<file path="src/sv/mbsp_pkg.sv">
// Shared types, codes and decode helpers for the MIDI byte stream parser.
// No dependencies; every other file uses this package.
package mbsp_pkg;

	localparam int KIND_W = 5;
	localparam int CHAN_W = 4;
	localparam int BYTE_W = 8;
	localparam int BEND_W = 15;

	// event kinds
	localparam logic [KIND_W-1:0] KIND_PITCH_BEND   = 5'd6;
	localparam logic [KIND_W-1:0] KIND_SYSEX_START  = 5'd7;
	localparam logic [KIND_W-1:0] KIND_SYSEX_DATA   = 5'd8;
	localparam logic [KIND_W-1:0] KIND_SYSEX_END    = 5'd9;
	localparam logic [KIND_W-1:0] KIND_QUARTER      = 5'd10;
	localparam logic [KIND_W-1:0] KIND_SONG_POS     = 5'd11;
	localparam logic [KIND_W-1:0] KIND_SONG_SEL     = 5'd12;
	localparam logic [KIND_W-1:0] KIND_TUNE_REQ     = 5'd13;
	localparam logic [KIND_W-1:0] KIND_CLOCK        = 5'd14;
	localparam logic [KIND_W-1:0] KIND_START        = 5'd15;
	localparam logic [KIND_W-1:0] KIND_CONTINUE     = 5'd16;
	localparam logic [KIND_W-1:0] KIND_STOP         = 5'd17;
	localparam logic [KIND_W-1:0] KIND_SENSE        = 5'd18;
	localparam logic [KIND_W-1:0] KIND_RESET        = 5'd19;
	localparam logic [KIND_W-1:0] KIND_STRAY        = 5'd20;
	localparam logic [KIND_W-1:0] KIND_NONE         = 5'd0;

	// status bytes
	localparam logic [BYTE_W-1:0] ST_DATA_LIMIT  = 8'h80;
	localparam logic [BYTE_W-1:0] ST_SYSEX       = 8'hF0;
	localparam logic [BYTE_W-1:0] ST_QUARTER     = 8'hF1;
	localparam logic [BYTE_W-1:0] ST_SONG_POS    = 8'hF2;
	localparam logic [BYTE_W-1:0] ST_SONG_SEL    = 8'hF3;
	localparam logic [BYTE_W-1:0] ST_TUNE_REQ    = 8'hF6;
	localparam logic [BYTE_W-1:0] ST_EOX         = 8'hF7;
	localparam logic [BYTE_W-1:0] ST_CLOCK       = 8'hF8;
	localparam logic [BYTE_W-1:0] ST_START       = 8'hFA;
	localparam logic [BYTE_W-1:0] ST_CONTINUE    = 8'hFB;
	localparam logic [BYTE_W-1:0] ST_STOP        = 8'hFC;
	localparam logic [BYTE_W-1:0] ST_SENSE       = 8'hFE;
	localparam logic [BYTE_W-1:0] ST_RESET       = 8'hFF;

	localparam logic [3:0] HI_PITCH_BEND = 4'hE;

	typedef enum logic [2:0] {
		MODE_IDLE    = 3'b001,
		MODE_COLLECT = 3'b010,
		MODE_SYSEX   = 3'b100
	} mode_t;

	typedef struct packed {
		logic [KIND_W-1:0] event_kind;
		logic [CHAN_W-1:0] channel;
		logic [BYTE_W-1:0] data_first;
		logic [BYTE_W-1:0] data_second;
		logic [BEND_W-1:0] bend_value;
	} event_t;

	function automatic logic takes_two(input logic [BYTE_W-1:0] status);
		logic [3:0] hi;
		hi = status[7:4];
		return (status == ST_SONG_POS) || (hi == 4'h8) || (hi == 4'h9) ||
			(hi == 4'hA) || (hi == 4'hB) || (hi == HI_PITCH_BEND);
	endfunction

	function automatic logic [KIND_W-1:0] kind_of(input logic [BYTE_W-1:0] status);
		logic [KIND_W-1:0] k;
		if (status < ST_SYSEX) begin
			k = {2'b00, status[6:4]};
		end else begin
			case (status)
				ST_QUARTER:  k = KIND_QUARTER;
				ST_SONG_POS: k = KIND_SONG_POS;
				ST_SONG_SEL: k = KIND_SONG_SEL;
				ST_TUNE_REQ: k = KIND_TUNE_REQ;
				ST_CLOCK:    k = KIND_CLOCK;
				ST_START:    k = KIND_START;
				ST_CONTINUE: k = KIND_CONTINUE;
				ST_STOP:     k = KIND_STOP;
				ST_SENSE:    k = KIND_SENSE;
				ST_RESET:    k = KIND_RESET;
				default:     k = KIND_NONE;
			endcase
		end
		return k;
	endfunction

endpackage

</file>
<file path="src/sv/mbsp_if.sv">
// Valid/ready channel interfaces: received bytes in, parsed events out.
// Depends on mbsp_pkg for field widths.
interface mbsp_byte_if;
	logic                      valid;
	logic                      ready;
	logic [mbsp_pkg::BYTE_W-1:0] rx_byte;

	modport source (output valid, output rx_byte, input ready);
	modport sink   (input valid, input rx_byte, output ready);
endinterface

interface mbsp_event_if;
	logic                      valid;
	logic                      ready;
	logic [mbsp_pkg::KIND_W-1:0] event_kind;
	logic [mbsp_pkg::CHAN_W-1:0] channel;
	logic [mbsp_pkg::BYTE_W-1:0] data_first;
	logic [mbsp_pkg::BYTE_W-1:0] data_second;
	logic [mbsp_pkg::BEND_W-1:0] bend_value;

	modport source (output valid, output event_kind, output channel, output data_first,
		output data_second, output bend_value, input ready);
	modport sink   (input valid, input event_kind, input channel, input data_first,
		input data_second, input bend_value, output ready);
endinterface

</file>
<file path="src/sv/mbsp_parse_core.sv">
// Parser state and per-byte decode: one byte in, at most one event out.
// Depends on mbsp_pkg.
module mbsp_parse_core (
	input  logic                    clk,
	input  logic                    arst_n,
	input  logic                    advance,
	input  logic [mbsp_pkg::BYTE_W-1:0] rx_byte,
	output logic                    emit,
	output mbsp_pkg::event_t        ev
);
	import mbsp_pkg::*;

	mode_t              mode_q, mode_n;
	logic [BYTE_W-1:0]  held_q, held_n;
	logic               pending_q, pending_n;
	logic [BYTE_W-1:0]  first_q, first_n;
	logic               two;
	logic [BYTE_W-1:0]  d1, d2;

	always_comb begin
		mode_n    = mode_q;
		held_n    = held_q;
		pending_n = pending_q;
		first_n   = first_q;
		emit      = 1'b0;
		ev        = '0;
		two       = takes_two(held_q);
		d1        = two ? first_q : rx_byte;
		d2        = two ? rx_byte : '0;
		unique case (mode_q)
			MODE_COLLECT: begin
				if (pending_q) begin
					// hold the first of two data bytes
					first_n   = rx_byte;
					pending_n = 1'b0;
				end else begin
					emit          = 1'b1;
					ev.event_kind = kind_of(held_q);
					ev.channel    = (held_q < ST_SYSEX) ? held_q[3:0] : '0;
					ev.data_first = d1;
					ev.data_second = d2;
					if (held_q[7:4] == HI_PITCH_BEND)
						ev.bend_value = {d2, 7'b0} | {7'b0, d1};
					mode_n = MODE_IDLE;
				end
			end
			MODE_SYSEX: begin
				emit = 1'b1;
				if (rx_byte == ST_EOX) begin
					ev.event_kind = KIND_SYSEX_END;
					mode_n = MODE_IDLE;
				end else begin
					ev.event_kind = KIND_SYSEX_DATA;
					ev.data_first = rx_byte;
				end
			end
			default: begin
				if (rx_byte < ST_DATA_LIMIT) begin
					emit          = 1'b1;
					ev.event_kind = KIND_STRAY;
					ev.data_first = rx_byte;
				end else if (rx_byte < ST_SYSEX || rx_byte == ST_QUARTER ||
						rx_byte == ST_SONG_POS || rx_byte == ST_SONG_SEL) begin
					held_n    = rx_byte;
					pending_n = takes_two(rx_byte);
					mode_n    = MODE_COLLECT;
				end else begin
					case (rx_byte) inside
						ST_SYSEX: begin
							emit          = 1'b1;
							ev.event_kind = KIND_SYSEX_START;
							mode_n        = MODE_SYSEX;
						end
						ST_TUNE_REQ, ST_CLOCK, ST_START, ST_CONTINUE,
						ST_STOP, ST_SENSE, ST_RESET: begin
							emit          = 1'b1;
							ev.event_kind = kind_of(rx_byte);
						end
						default: ; // drop undefined status and lone end of sysex
					endcase
				end
			end
		endcase
	end

	always_ff @(posedge clk or negedge arst_n) begin
		if (!arst_n) begin
			mode_q    <= MODE_IDLE;
			held_q    <= '0;
			pending_q <= 1'b0;
			first_q   <= '0;
		end else if (advance) begin
			mode_q    <= mode_n;
			held_q    <= held_n;
			pending_q <= pending_n;
			first_q   <= first_n;
		end
	end

	a_collect_done: assert property (@(posedge clk) disable iff (!arst_n)
		advance && mode_q == MODE_COLLECT && !pending_q |=> mode_q == MODE_IDLE)
		else $error("collect did not return to idle");
	a_bend_only: assert property (@(posedge clk) disable iff (!arst_n)
		emit && ev.event_kind != KIND_PITCH_BEND |-> ev.bend_value == '0)
		else $error("bend value on non pitch bend event");
	a_sysex_end: assert property (@(posedge clk) disable iff (!arst_n)
		mode_q == MODE_SYSEX && rx_byte == ST_EOX |-> emit && ev.event_kind == KIND_SYSEX_END)
		else $error("end of sysex not reported");
	a_pending_collect: assert property (@(posedge clk) disable iff (!arst_n)
		pending_q |-> mode_q == MODE_COLLECT)
		else $error("pending data byte outside collect");
endmodule

</file>
<file path="src/sv/mbsp_out_stage.sv">
// Result register driving the event channel.
// Depends on mbsp_pkg and mbsp_event_if.
module mbsp_out_stage (
	input  logic             clk,
	input  logic             arst_n,
	input  logic             load,
	input  mbsp_pkg::event_t ev,
	output logic             free,
	mbsp_event_if.source     evt
);
	import mbsp_pkg::*;

	logic   valid_q;
	event_t ev_q;

	assign free = !valid_q || evt.ready;

	always_ff @(posedge clk or negedge arst_n) begin
		if (!arst_n)
			valid_q <= 1'b0;
		else if (free)
			valid_q <= load;
	end

	always_ff @(posedge clk) begin
		if (free && load)
			ev_q <= ev;
	end

	assign evt.valid       = valid_q;
	assign evt.event_kind  = ev_q.event_kind;
	assign evt.channel     = ev_q.channel;
	assign evt.data_first  = ev_q.data_first;
	assign evt.data_second = ev_q.data_second;
	assign evt.bend_value  = ev_q.bend_value;
endmodule

</file>
<file path="src/sv/midi_byte_stream_parser_top.sv">
// Top level of the MIDI byte stream parser: input register, parse core, result register.
// Depends on mbsp_pkg, mbsp_if, mbsp_parse_core and mbsp_out_stage.
//
// Usage:
//   rx  : one received MIDI byte per word (rx_byte), valid/ready.
//   evt : one parsed event per word (event_kind, channel, data_first,
//         data_second, bend_value), valid/ready.
// A byte taken at one clock edge sits in the input register,
// is decoded against the parser state and, if it completes an event,
// lands in the result register when the core advances. Bytes that
// only set up a message (status, first data byte, undefined status)
// produce no word.
// Throughput is one byte per cycle; the only limit is the result register,
// which holds one event until the receiver takes it.
// When the receiver stalls, a byte whose event cannot enter the full result
// register waits in the input register and rx.ready drops; bytes that yield
// no event still pass.
// Reset clears the parser to idle and empties both registers.
module midi_byte_stream_parser_top (
	input  logic         clk,
	input  logic         arst_n,
	mbsp_byte_if.sink    rx,
	mbsp_event_if.source evt
);
	import mbsp_pkg::*;

	logic              valid_s1;
	logic [BYTE_W-1:0] byte_s1;
	logic              emit;
	logic              free;
	logic              advance;
	event_t            ev;

	assign advance  = valid_s1 && (!emit || free);
	assign rx.ready = !valid_s1 || advance;

	always_ff @(posedge clk or negedge arst_n) begin
		if (!arst_n)
			valid_s1 <= 1'b0;
		else if (rx.ready)
			valid_s1 <= rx.valid;
	end

	always_ff @(posedge clk) begin
		if (rx.ready && rx.valid)
			byte_s1 <= rx.rx_byte;
	end

	mbsp_parse_core u_core (
		.clk     (clk),
		.arst_n  (arst_n),
		.advance (advance),
		.rx_byte (byte_s1),
		.emit    (emit),
		.ev      (ev)
	);

	mbsp_out_stage u_out (
		.clk    (clk),
		.arst_n (arst_n),
		.load   (advance && emit),
		.ev     (ev),
		.free   (free),
		.evt    (evt)
	);
endmodule
</file>
<file path="src/flat_wrapper.sv">
// flat-port wrapper written by rule: the top's interface ports become plain ports
module midi_byte_stream_parser_top_flat import mbsp_pkg::*;
  (clk, arst_n, rx_valid, rx_rx_byte, rx_ready, evt_valid, evt_event_kind, evt_channel, evt_data_first, evt_data_second, evt_bend_value, evt_ready);
  mbsp_byte_if rx_i ();
  mbsp_event_if evt_i ();
  input  logic clk;
  input  logic arst_n;
  input wire logic [$bits(rx_i.valid)-1:0] rx_valid;
  input wire logic [$bits(rx_i.rx_byte)-1:0] rx_rx_byte;
  output wire logic [$bits(rx_i.ready)-1:0] rx_ready;
  output wire logic [$bits(evt_i.valid)-1:0] evt_valid;
  output wire logic [$bits(evt_i.event_kind)-1:0] evt_event_kind;
  output wire logic [$bits(evt_i.channel)-1:0] evt_channel;
  output wire logic [$bits(evt_i.data_first)-1:0] evt_data_first;
  output wire logic [$bits(evt_i.data_second)-1:0] evt_data_second;
  output wire logic [$bits(evt_i.bend_value)-1:0] evt_bend_value;
  input wire logic [$bits(evt_i.ready)-1:0] evt_ready;
  assign rx_i.valid = rx_valid;
  assign rx_i.rx_byte = rx_rx_byte;
  assign rx_ready = rx_i.ready;
  assign evt_valid = evt_i.valid;
  assign evt_event_kind = evt_i.event_kind;
  assign evt_channel = evt_i.channel;
  assign evt_data_first = evt_i.data_first;
  assign evt_data_second = evt_i.data_second;
  assign evt_bend_value = evt_i.bend_value;
  assign evt_i.ready = evt_ready;
  midi_byte_stream_parser_top u_core (.clk(clk), .arst_n(arst_n), .rx(rx_i), .evt(evt_i));
endmodule
</file>
<file path="config.mk">
export PLATFORM = sky130hd
export DESIGN_NAME = midi_byte_stream_parser_top_flat
export DESIGN_NICKNAME = d
export VERILOG_FILES = /design/src/sv/mbsp_pkg.sv /design/src/sv/mbsp_if.sv /design/src/sv/mbsp_parse_core.sv /design/src/sv/mbsp_out_stage.sv /design/src/sv/midi_byte_stream_parser_top.sv /design/src/flat_wrapper.sv
export SDC_FILE = /design/constraint.sdc
export NUM_CORES = 1
export LEC_CHECK = 0
export BUFFER_PORTS_ARGS = -buffer_cell sky130_fd_sc_hd__buf_4
export CORE_MARGIN = 10
export CORE_UTILIZATION = 60
export DETAILED_ROUTE_END_ITERATION = 12
export GPL_TIMING_DRIVEN = 0
export PLACE_DENSITY = 0.89
export SYNTH_ARGS = -nofsm -noshare
export SYNTH_HDL_FRONTEND = slang
export SYNTH_SLANG_ARGS = --single-unit
</file>
<file path="constraint.sdc">
create_clock -name clk -period 8.9 [get_ports clk]
set_input_delay 1.78 -clock clk [delete_from_list [all_inputs] [get_ports clk]]
set_output_delay 1.78 -clock clk [all_outputs]
set_load 0.1 [all_outputs]
</file>
### Word level (Yosys, flattened, before mapping)

Index checks and enable logic that the tools add are counted.

| word-level totals | value |
|---|---|
| input port bits | 12 |
| RAM bits | 0 |
| bits in read-only memories | 0 |
| latch bits | 0 |
| register bits after elaboration | 70 |
| memories kept | 0 |

| cells by class | value |
|---|---|
| bitwise operators | 7 |
| reduce and logical (&&, ||, !) cells | 34 |
| add/subtract/negate cells | 0 |
| shifts and indexed selects | 0 |
| multipliers | 0 |
| $lt $le $gt $ge | 3 |
| multiplexer cells | 33 |
| equal/unequal tests | 38 |
| divide/modulo/power cells | 0 |

Operator list:

| cell | number |
|---|---|
| equality test 8 bit, second input constant | 22 |
| case mux 5 bit (10 select lines) | 2 |
| equality test 4 bit, second input constant | 10 |
| two-way mux 40 bit | 1 |
| two-way mux 8 bit | 4 |
| two-way mux 5 bit | 6 |
| < comparator 8 bit, second input constant | 3 |
| logical OR 1 bit | 16 |
| case mux 8 bit (2 select lines) | 1 |
| two-way mux 15 bit | 1 |
| two-way mux 3 bit | 5 |
| bitwise OR 15 x 8 -> 15 bit | 1 |
| case mux 5 bit (2 select lines) | 1 |
| two-way mux 1 bit | 8 |
| AND reduction 4 bit | 2 |
| OR reduction 7 bit | 1 |
| inverter 1 bit | 6 |
| case mux 3 bit (2 select lines) | 1 |
| OR reduction 3 bit | 2 |
| AND reduction 5 bit | 1 |
| logical AND 1 bit | 4 |
| two-way mux 4 bit | 1 |
| inequality test 2 bit, second input constant | 2 |
| case mux 1 bit (2 select lines) | 2 |
| 9 further kinds | 12 |

### Longest topological paths before layout

| depth | value |
|---|---|
| depth in word-level cells | 12 |
| depth in mapped cells | 7 |
| gate-level depth less buffers | 5 |

### Hierarchy

Synthesis repeated with hierarchy kept, for this count alone.

| second synthesis, totals | value |
|---|---|
| cells, all modules | 261 |
| area total of the unflattened synthesis | 3258.1 um^2 |

By module, submodules not included:

| module | area an instance (um^2) | cells an instance | instances | seq. area each (um^2) |
|---|---|---|---|---|
| mbsp_parse_core | 1684.1 | 202 | 1 | 501.7 |
| mbsp_out_stage | 1255.0 | 44 | 1 | 1226.2 |
| midi_byte_stream_parser_top | 319.1 | 15 | 1 | 265.3 |

### Worst setup path before layout

Ideal clock, no wire load.

| path | value |
|---|---|
| path kind | input to output |
| start point | input port evt_ready |
| end point | output port rx_ready |
| stages | 3 |
| slack | 4.481 ns |
| arrival time | 2.639 ns |
| required time | 7.120 ns |
| cells stage by stage | nand2b_1 > a211oi_2 > inv_1 |

| between the ends | value |
|---|---|
| cells in the longest elaborated chain, start to end | 4 |

Ends and longest elaborated chain:

| item | RTL line | RTL |
|---|---|---|
| start, declared | flat_wrapper.sv:17 | `input wire logic [$bits(evt_i.ready)-1:0] evt_ready;` |
| logical OR 1 bit | mbsp_out_stage.sv:16 | `assign free = !valid_q \|\| evt.ready;` |
| logical OR 1 bit | midi_byte_stream_parser_top.sv:34 | `assign advance = valid_s1 && (!emit \|\| free);` |
| logical AND 1 bit | midi_byte_stream_parser_top.sv:34 |  |
| logical OR 1 bit | midi_byte_stream_parser_top.sv:35 | `assign rx.ready = !valid_s1 \|\| advance;` |
| end, declared | flat_wrapper.sv:10 | `output wire logic [$bits(rx_i.ready)-1:0] rx_ready;` |

No other way between the ends.

### Final worst setup path

Same ends and word-level chain as after synthesis.

==> impl_results.md <==
- Syn Nets: 268
- Worst Skew: 0.00840 ns
- Family with the most delay on the worst path: buffers and inverters
- First-pass GRT wire length: 11400 um
- TritonCTS clock tree: done
- Final Non-Filler Cells: 396
- CP dominant cell by count: buf_4
- Final net count: 333
- Gpl congestion: 0.890
- PortBufs: 53
- Final Hold Fails: 0
- Maximum net fanout on the critical path: 3
- Gr usage total: 0.166
- Slowest stage delay, CP: 0.28 ns
- Average size of a mapped cell: 12.8 um^2
- Synth Area in Compound Gates: 0.134
- Rel. slew slack: 0.604
- Via-to-Cell Ratio: 5.92
- Diode count: 0
- Antenna-violating nets left: 0
- Post-Synth XOR/XNOR Area: 0.0161
- # fillers: 344
- Die Y: 93.8 um
- VDD IR max: 211 uV
- Initial Util: 0.627
- CP max-delay cell: a211oi_2
- TritonCTS Buffers: 9
- Crit-path cells: buf_4, nand2b_1, a211oi_2, inv_1, buf_4
- Final setup viols: 0
- Ys async rst share: 0.314
- Unrepaired setup endpoints after global routing: no
- Detailed placement HPWL: 4890 um
- Mapped Area: 3270 um^2
- Setup total negative slack: 0 ns
- Clk_lat worst skew: 0.35 ns
- Worst Path Arrival: 2.67 ns
- Core ar.: 5200 um^2
- Register area share after synthesis: 0.610
- Vias in the first global route: 2301
- Adder-cell share of the synthesized area: 0
- CTS root buf: clkbuf_8
- Initial DRC count: 279
- Cell count after synthesis: 256
- Die area: 8790 um^2
- Post-synth top cells: edfxtp_1, dfrtp_1, nand2_1, o21ai_0, and2_1
- Mux share of post-synthesis cell area: 0.0429
- Initial antenna violation count: 0
- Number of remaining DRC errors: 0
- Post-place setup slack: 4.45 ns
- CP startpoint kind: input pin
- CTS resizes: 0
- Clk slew on worst S/H paths: 0.07 ns
- Final Critical Period: 4.45 ns
- Synth Register Bits: 70
- Leak: 1.59 nW
- Placed cells: 380
- Largest family of logic cells by synthesized area: simple AND/OR/NAND/NOR gates
- Row count: 26
- Total wire length: 6890 um
- WP buf/inv: 3
- Final worst slack: 4.45 ns
- Largest net degree at the start of global routing: 35
- Multi-input gate area: 1140 um^2
- Count leader, synth: edfxtp_1
- Slew @ Worst Pin: 0.594 ns
- Post-CTS Setup Inserts: 0
- Yosys warnings: 0
- CP required: 7.12 ns
- Synthesis-to-finish area growth: 21.3%
- Register Area: 1990 um^2
- Cell variety after synth: 64
- Worst hold path class: register to register
- CP Class: input pin to output port
- Yosys top cell by area: edfxtp_1
- Yosys top cell area share: 0.441
- Simple-Gate Fraction of Synth Area: 0.156
- Post-synth EDFFs: 48
- H-tree levels: 3
- PD cells: 393 nW/um^2
- CTS sink cnt: 70
- Tcrit/Tclk final: 0.500
- Top cells by area, synth: edfxtp_1, dfrtp_1, o21ai_0
- Grt ovf: 0
- Via count: 2344
- Status: finished, final reports clean
- Maxcap violations: 0
- # hold bufs at CTS: 0
- Drt wl/cell: 17.4 um
- Longest Clk Path Bufs: 2
- Drt pass-1 iters: 5
- Die width: 93.8 um
- Max Transition Viols Final: 0
- I/O pin cnt: 54
- Ys flop type: edfxtp_1
- Hold_ws: 0.509 ns
- CP Capture Type: output port
- Ratio of cells with drive above 1 in the final layout: 0.328
- Max Fclk: 0.225 GHz
-- metal layers --
layer  vias to the layer above  wire length, um  track usage
li1                       1083                -            -
met4                         0              141       0.0861
met3                        19              608       0.0480
met1                      1122             2880        0.209
met2                       120             3260        0.253
met5                         -                0            0
-- registers in the layout, indices dropped and copies added, names as in the netlist --
register                      count
u_core.u_out.evt.bend_value      15
u_core.u_out.evt.channel          4
u_core.u_out.evt.data_second      8
u_core.u_core.pending_q           1
u_core.u_out.evt.valid            1
u_core.u_out.evt.event_kind       5
u_core.u_core.mode_q              3
u_core.byte_s1                    8
u_core.valid_s1                   1
u_core.u_out.evt.data_first       8
u_core.u_core.held_q              8
u_core.u_core.first_q             8
-- per-stage QoR --
step | power (W) | utilization | area (um^2)
floorplan | 0.00116 | - | 3270
global placement | 0.00130 | 0.721 | 3750
detailed placement | 0.00132 | 0.726 | 3780
CTS | 0.00156 | 0.761 | 3960
global route | 0.00163 | 0.761 | 3960
finish | 0.00156 | 0.761 | 3960
-- power by group --
group	switching (W)	total [W]	internal, W
Combinational	0.000587	0.000786	0.000199
Sequential	0.0000618	0.000533	0.000471
Clock	0.000111	0.000239	0.000129
-- worst min-delay path, delay by kind of cell, from the launching register on --
kind / cells / cell delay (ns)
DFF: 1 / 0.36
AOI/OAI and AO/OA: 1 / 0.06
and+or+nand+nor: 1 / 0.05
-- placed cells by master, fill, tap and decap left out, drive strengths merged, types with 2 or more instances in the layout --
cell type  count
a21o           4
a21oi          8
a22o           6
a31oi          2
and2          13
and3           5
buf           63
clkbuf        18
clkinv         3
dfrtp         21
edfxtp        48
inv            9
mux2          10
mux2i          2
nand2         17
nand2b         3
nand3          4
nand4          3
nor2          13
nor2b          4
nor3           7
nor4           4
nor4b          2
o211ai         3
o21ai         21
o221ai         3
o41ai          2
or2            2
or3            3
xnor2          5
-- area by class of cell --
class                           count  share of cell area
Timing Repair Buffer               54               0.105
Multi-Input combinational cell    161               0.289
Clock inverter                      4              0.0120
Buffer                             15              0.0246
Inverter                           10             0.00948
Sequential cell                    70               0.503
Clock buffer                       12              0.0341
Tap cell                           70              0.0221
-- cell families (layout without fill, tap and decap cells) --
kind of cell | after synthesis | in the layout
xor gates and xnor gates | 6 | 6
buffers and inverters | 25 | 95
muxes | 12 | 12
DFF | 70 | 70
AOI/OAI and AO/OA | 59 | 59
and+or+nand+nor | 84 | 84
-- final timing paths --
kind                                                            from  slack, ns  cells after the start                                    to
worst max-delay path                                       evt_ready       4.45                      5                              rx_ready
worst min-delay path            u_core.u_core.first_q[1]$_DFFE_PN0P_       0.51                      2  u_core.u_core.first_q[1]$_DFFE_PN0P_
worst max register to register           u_core.byte_s1[3]$_DFFE_PP_       6.53                      6           u_core.byte_s1[5]$_DFFE_PP_
worst min register to register  u_core.u_core.first_q[1]$_DFFE_PN0P_       0.51                      2  u_core.u_core.first_q[1]$_DFFE_PN0P_
max in group asynchronous                                     arst_n       7.30                      1   u_core.u_core.mode_q[0]$_DFFE_PN1P_
min in group asynchronous                                     arst_n       1.31                      1   u_core.u_core.held_q[0]$_DFFE_PN0P_
Power figures use the tool's default switching activity.
